[src/hdl/alte_pkg.sv]
// Shared types for the array list engine: action and status codes, the
// sequencer state enum and the result record. No dependencies.
`timescale 1ns / 1ps
`default_nettype none

package alte_pkg;

    typedef enum logic [1:0] {
        ACT_APPEND = 2'd0,
        ACT_LOCATE = 2'd1,
        ACT_READ   = 2'd2,
        ACT_DELETE = 2'd3
    } t_action;

    typedef enum logic [1:0] {
        STS_OK        = 2'd0,
        STS_FULL      = 2'd1,
        STS_NOT_FOUND = 2'd2,
        STS_BAD_INDEX = 2'd3
    } t_status;

    typedef enum logic [2:0] {
        ST_IDLE,
        ST_READ,
        ST_SCAN,
        ST_SHIFT,
        ST_DONE
    } t_state;

    typedef struct packed {
        t_status     status;
        logic [6:0]  found_position;
        logic [31:0] read_value;
        logic [7:0]  count;
    } t_result;

endpackage

`default_nettype wire

[src/hdl/alte_seq.sv]
// Sequencer of the array list engine: entry count, search and shift passes
// over the entry store. Uses alte_pkg types; drives the ports of alte_mem.
`timescale 1ns / 1ps
`default_nettype none

module alte_seq #(
    parameter int unsigned DEPTH = 128
) (
    input  wire logic                     i_clk,
    input  wire logic                     i_rst_n,
    input  wire logic                     i_valid,
    output logic                          o_ready,
    input  wire logic [1:0]               i_action,
    input  wire logic [31:0]              i_value,
    input  wire logic [6:0]               i_position,
    output logic                          o_res_valid,
    input  wire logic                     i_res_ready,
    output alte_pkg::t_result             o_res,
    output logic                          o_wr_en,
    output logic [$clog2(DEPTH)-1:0]      o_wr_addr,
    output logic [31:0]                   o_wr_data,
    output logic [$clog2(DEPTH)-1:0]      o_rd_addr,
    input  wire logic [31:0]              i_rd_data
);

    localparam int unsigned AW = $clog2(DEPTH);
    localparam int unsigned CW = $clog2(DEPTH + 1);
    localparam int unsigned PW = (CW > 7) ? CW : 7;

    alte_pkg::t_state  r_state,  n_state;
    alte_pkg::t_action r_action, n_action;
    alte_pkg::t_status r_status, n_status;
    logic [31:0]       r_value,  n_value;
    logic [CW-1:0]     r_count,  n_count;
    logic [AW-1:0]     r_idx,    n_idx;
    logic [AW-1:0]     r_found,  n_found;
    logic [31:0]       r_rdata,  n_rdata;

    logic [CW-1:0] idx_ext;
    logic [CW-1:0] idx_next;
    logic          pos_ok;
    logic          list_full;

    assign idx_ext   = CW'(r_idx);
    assign idx_next  = idx_ext + CW'(1);
    assign pos_ok    = PW'(i_position) < PW'(r_count);
    assign list_full = (r_count == CW'(DEPTH));

    always_ff @(posedge i_clk) begin
        if (!i_rst_n) begin
            r_state <= alte_pkg::ST_IDLE;
            r_count <= '0;
        end else begin
            r_state <= n_state;
            r_count <= n_count;
        end
    end

    always_ff @(posedge i_clk) begin
        r_action <= n_action;
        r_status <= n_status;
        r_value  <= n_value;
        r_idx    <= n_idx;
        r_found  <= n_found;
        r_rdata  <= n_rdata;
    end

    always_comb begin
        n_state   = r_state;
        n_action  = r_action;
        n_status  = r_status;
        n_value   = r_value;
        n_count   = r_count;
        n_idx     = r_idx;
        n_found   = r_found;
        n_rdata   = r_rdata;
        o_wr_en   = 1'b0;
        o_wr_addr = AW'(r_count);
        o_wr_data = i_value;
        o_rd_addr = AW'(idx_next);
        o_ready   = 1'b0;

        case (r_state)
            alte_pkg::ST_IDLE: begin
                o_ready   = 1'b1;
                o_rd_addr = (alte_pkg::t_action'(i_action) == alte_pkg::ACT_READ) ?
                            AW'(i_position) : '0;
                if (i_valid) begin
                    n_action = alte_pkg::t_action'(i_action);
                    n_value  = i_value;
                    n_status = alte_pkg::STS_OK;
                    n_found  = '0;
                    n_rdata  = '0;
                    n_idx    = '0;
                    case (alte_pkg::t_action'(i_action))
                        alte_pkg::ACT_APPEND: begin
                            if (list_full) begin
                                n_status = alte_pkg::STS_FULL;
                            end else begin
                                o_wr_en = 1'b1;
                                n_count = r_count + CW'(1);
                            end
                            n_state = alte_pkg::ST_DONE;
                        end
                        alte_pkg::ACT_READ: begin
                            if (pos_ok) begin
                                n_state = alte_pkg::ST_READ;
                            end else begin
                                n_status = alte_pkg::STS_BAD_INDEX;
                                n_state  = alte_pkg::ST_DONE;
                            end
                        end
                        alte_pkg::ACT_LOCATE, alte_pkg::ACT_DELETE: begin
                            if (r_count == '0) begin
                                n_status = alte_pkg::STS_NOT_FOUND;
                                n_state  = alte_pkg::ST_DONE;
                            end else begin
                                n_state = alte_pkg::ST_SCAN;
                            end
                        end
                        default: begin
                            n_state = alte_pkg::ST_DONE;
                        end
                    endcase
                end
            end
            alte_pkg::ST_READ: begin
                n_rdata = i_rd_data;
                n_state = alte_pkg::ST_DONE;
            end
            alte_pkg::ST_SCAN: begin
                // read data belongs to r_idx; next address already on the port
                if (i_rd_data == r_value) begin
                    if (r_action == alte_pkg::ACT_LOCATE) begin
                        n_found = r_idx;
                        n_state = alte_pkg::ST_DONE;
                    end else begin
                        n_state = alte_pkg::ST_SHIFT;
                    end
                end else if (idx_next == r_count) begin
                    n_status = alte_pkg::STS_NOT_FOUND;
                    n_state  = alte_pkg::ST_DONE;
                end else begin
                    n_idx = AW'(idx_next);
                end
            end
            alte_pkg::ST_SHIFT: begin
                // read data is entry r_idx+1; move it to r_idx
                o_rd_addr = AW'(idx_ext + CW'(2));
                if (idx_next < r_count) begin
                    o_wr_en   = 1'b1;
                    o_wr_addr = r_idx;
                    o_wr_data = i_rd_data;
                    n_idx     = AW'(idx_next);
                end else begin
                    n_count = r_count - CW'(1);
                    n_state = alte_pkg::ST_DONE;
                end
            end
            alte_pkg::ST_DONE: begin
                if (i_res_ready) begin
                    n_state = alte_pkg::ST_IDLE;
                end
            end
            default: begin
                n_state = alte_pkg::ST_IDLE;
            end
        endcase
    end

    assign o_res_valid          = (r_state == alte_pkg::ST_DONE);
    assign o_res.status         = r_status;
    assign o_res.found_position = 7'(r_found);
    assign o_res.read_value     = r_rdata;
    assign o_res.count          = 8'(r_count);

    a_count_bound: assert property (@(posedge i_clk) disable iff (!i_rst_n)
        r_count <= CW'(DEPTH))
        else $error("entry count above depth");

    a_write_states: assert property (@(posedge i_clk) disable iff (!i_rst_n)
        o_wr_en |-> (r_state == alte_pkg::ST_IDLE || r_state == alte_pkg::ST_SHIFT))
        else $error("store written outside append or shift");

    a_shift_in_list: assert property (@(posedge i_clk) disable iff (!i_rst_n)
        (o_wr_en && r_state == alte_pkg::ST_SHIFT) |-> (idx_next < r_count))
        else $error("shift writes past the list end");

    a_count_change: assert property (@(posedge i_clk) disable iff (!i_rst_n)
        ($past(i_rst_n) && r_count != $past(r_count)) |->
        ($past(r_state) == alte_pkg::ST_IDLE || $past(r_state) == alte_pkg::ST_SHIFT))
        else $error("count changed outside append or delete");

endmodule

`default_nettype wire
[config.mk]
export PLATFORM = sky130hd
export DESIGN_NAME = alte_seq
export DESIGN_NICKNAME = d
export VERILOG_FILES = /design/src/hdl/alte_pkg.sv /design/src/hdl/alte_seq.sv
export SDC_FILE = /design/constraint.sdc
export NUM_CORES = 1
export LEC_CHECK = 0
export CAP_MARGIN = 10
export CORE_ASPECT_RATIO = 0.75
export CORE_MARGIN = 2
export CORE_UTILIZATION = 45
export DETAILED_ROUTE_END_ITERATION = 10
export DONT_BUFFER_PORTS = 1
export SYNTH_ARGS = -nofsm -noshare
export SYNTH_HDL_FRONTEND = slang
export SYNTH_SLANG_ARGS = --single-unit
[constraint.sdc]
create_clock -name i_clk -period 4 [get_ports i_clk]
set_clock_uncertainty 0.05 [all_clocks]
set_input_delay 0.2 -clock i_clk [delete_from_list [all_inputs] [get_ports i_clk]]
set_output_delay 0.2 -clock i_clk [all_outputs]
set_load 0.02 [all_outputs]
==> impl_metrics.py <==
metrics = {
    "yosys": {
        "yosysSeqAreaShare_pct": 50.22,
        "synth-seq-cells": 93,
        "postSynthCellCount": 428,
        "async_reset_ff_share_pct": 0,
        "synth_cell_type_count": 61,
        "synthFlopType": "edfxtp_1",
        "syn-cell-area_um2": 5341,
        "avgSynthCellArea_um2": 12.48,
        "synth_nets": 528,
        "synth-warning-count": 0,
        "synth_edf_count": 82,
    },
    "final_layout": {
        "final_core_util_pct": 53.75,
        "drive_above_1_share_pct": 15.00,
        "antenna_cells": 0,
        "finalNetCount": 575,
        "fillCellCount": 1013,
        "area_growth_pct": 16.44,
    },
    "worst_setup_path": {
        "path_class": "register to output port",
        "crit_arrival_ns": 3.55,
        "end_kind": "output port",
        "required_ns": 3.75,
        "reg2reg_setup_slack_ns": 0.48,
        "crit_fanout": 35,
        "startpoint_type": "register",
    },
    "die": {
        "die_w_um": 129.8,
        "core-area_um2": 11570,
        "io_pins": 175,
        "start_util_pct": 46.16,
        "dieArea_um2": 12770,
        "fp.dieH_um": 98.35,
        "rows": 34,
    },
    "grt": {
        "grt_use_total_pct": 20.41,
        "grt_start_max_net_pins": 36,
        "grt-ovfl-total": 0,
        "antenna_found_initial": 0,
        "grt_pass1_vias": 3491,
        "grt_first_pass_wirelength_um": 19680,
    },
    "sta": {
        "whs_ns": 0.01246,
        "tightest_slew_ns": 0.9892,
        "period_minus_slack_ns": 3.796,
        "setup_viol": 0,
        "drv_slew": 0,
        "final-hold-violation-count": 0,
        "fin_crit_sh_pct": 94.91,
        "rsz0062_at_grt": "no",
        "fmax_mhz": 263.4,
        "slew_headroom_pct": 33.49,
        "finalSetupTns_ns": 0,
    },
    "run": {
        "maxCapViolCount": 0,
    },
    "power": {
        "power_leakage_nw": 2.480,
        "ir_drop_uv": 241.9,
        "power_density_nw_per_um2": 464.4,
    },
    "clock_tree": {
        "htree_levels": 3,
        "cts_buffers": 9,
        "cts_tree": "done",
        "clk_pin_slew_ns": 0.07,
        "clock-root-buffer": "clkbuf_16",
        "clock_sinks": 93,
        "clk_latency_ns": 0.33,
        "cts.path.max_buffers": 2,
        "cts_resized": 0,
    },
    "place": {
        "gp_congestion": 0.9335,
        "dp_hpwl_um": 9230,
        "io_buffers": 0,
    },
    "route": {
        "drt-total-wl_um": 13080,
        "via_per_inst": 5.466,
        "first_iter_violations": 237,
        "drcViolationCount": 0,
        "firstDrtPassIters": 5,
        "ant_nets": 0,
        "vias": 3509,
        "wl_per_cell_um": 20.38,
    },
    "status": {
        "outcome": "finished, final reports clean",
    },
    "worst_hold_path": {
        "hold_path_class": "input pin to register",
    },
}
[critical path, stage by stage (launching register included)]
cell and delay [ns]:
edfxtp_1 0.52, ha_1 0.29, nand4_1 0.12, xor2_1 0.31, inv_1 0.08, ha_1 0.31
a21o_1 0.18, a21o_1 0.20, a211oi_4 0.36, nand2_4 0.19, buf_12 0.23, mux2_4 0.37
[synth_stat cells, types with 2 or more instances]
| library cell | n | share of area [%] |
|---|---|---|
| o31ai_1 | 2 | 0.28 |
| inv_1 | 18 | 1.3 |
| nor2_1 | 17 | 1.2 |
| mux2i_1 | 5 | 0.94 |
| edfxtp_1 | 82 | 46 |
| a21oi_1 | 8 | 0.75 |
| nand2_1 | 21 | 1.5 |
| o21a_1 | 2 | 0.28 |
| ha_1 | 22 | 5.2 |
| nand3_1 | 6 | 0.56 |
| xnor2_1 | 7 | 1.1 |
| nor2b_1 | 8 | 0.94 |
| buf_6 | 6 | 1.3 |
| nand2_4 | 2 | 0.42 |
| nand2b_1 | 2 | 0.23 |
| o221ai_1 | 4 | 0.66 |
| mux2_4 | 36 | 10 |
| dfxtp_1 | 11 | 4.1 |
| nand4_1 | 6 | 0.70 |
| o21ai_0 | 12 | 1.1 |
| and3_1 | 2 | 0.23 |
| clkbuf_1 | 10 | 0.70 |
| or3_1 | 3 | 0.35 |
| nor4_1 | 8 | 0.94 |
| a221o_1 | 2 | 0.37 |
| xor2_1 | 39 | 6.4 |
| a21o_1 | 4 | 0.56 |
| nor3_1 | 4 | 0.37 |
| and2_1 | 45 | 5.3 |
| mux2_2 | 3 | 0.63 |
[timing repair]
item	4_1_cts	5_1_grt
hold buffers	39	5
buffers inserted	0	0
endpoints found under the hold margin	47	5
[cells in the final DEF, fill, tap and decap left out, types with 5 or more instances in the layout]
cell type,synthesis,final
xor2_1,39,39
edfxtp_1,82,82
a21oi_1,8,8
nor2b_1,8,8
clkbuf_16,0,9
nand4_1,6,6
dfxtp_1,11,11
dlygate4sd3_1,0,44
mux2i_1,5,5
nor4_1,8,8
mux2_4,36,36
ha_1,22,22
o21ai_0,12,12
and2_1,45,45
nand2_1,21,21
inv_1,18,18
nand3_1,6,6
nor2_1,17,17
buf_4,0,7
xnor2_1,7,7
[per-layer routing]
| metal | vias up | GRT usage [%] | share of wire (%) |
|---|---|---|---|
| met4 | 0 | 4.963 | 1.0 |
| met1 | 1698 | 30.07 | 48 |
| met2 | 146 | 29.56 | 45 |
| met5 | - | 0 | 0 |
| met3 | 13 | 5.973 | 6.3 |
| li1 | 1652 | - | - |
[final timing paths]
path | from | to | cells after the start
setup / recovery | r_idx[2] | o_wr_data[10] | 11
hold / removal | i_rd_data[24] | r_rdata[24] | 1
setup reg to reg | r_idx[2] | r_idx[0] | 11
hold reg to reg | r_count[4] | r_count[4] | 3
[kinds of logic after synthesis]
kind of cell / synth area share [%]
muxes: 11.69
DFF: 50.22
buffers and inverters: 3.396
and+or+nand+nor: 13.84
adders and majority gates: 5.528
xor gates and xnor gates: 7.543
AOI/OAI and AO/OA: 7.777
[power by group]
part           internal (mW)  leakage (nW)  switching [mW]
Clock                  0.420         0.120           0.367
Sequential              1.27         0.893           0.200
Combinational          0.237          1.47           0.399
[sequential cells by signal, summed over array words and instances (netlist names)]
name,cells
r_action,2
r_count,8
r_found,7
r_idx,7
r_rdata,32
r_state,3
r_status,2
r_value,32
[through the flow]
stage / power (mW) / area [µm²] / setup WS (ns) / std cells
2_1_floorplan: 1.915 / 5341 / 1.030 / 428
3_5_place_dp: 2.080 / 5512 / 0.5398 / 582
5_1_grt: 3.028 / 6220 / 0.09677 / 642
3_3_place_gp: 2.069 / 5512 / 0.7168 / 582
6_report: 2.888 / 6220 / 0.2037 / 642
4_1_cts: 2.904 / 6170 / 0.2654 / 637
[layout make-up]
class	instances	area (µm²)	area share [%]
Inverter	20	76.32	1.227
Tap cell	162	202.7	3.259
Sequential cell	93	2683	43.13
Multi-Input combinational cell	299	2477	39.83
Clock inverter	6	38.79	0.6236
Timing Repair Buffer	52	513.0	8.248
Clock buffer	10	229.0	3.681
Power figures use the tool's default switching activity.
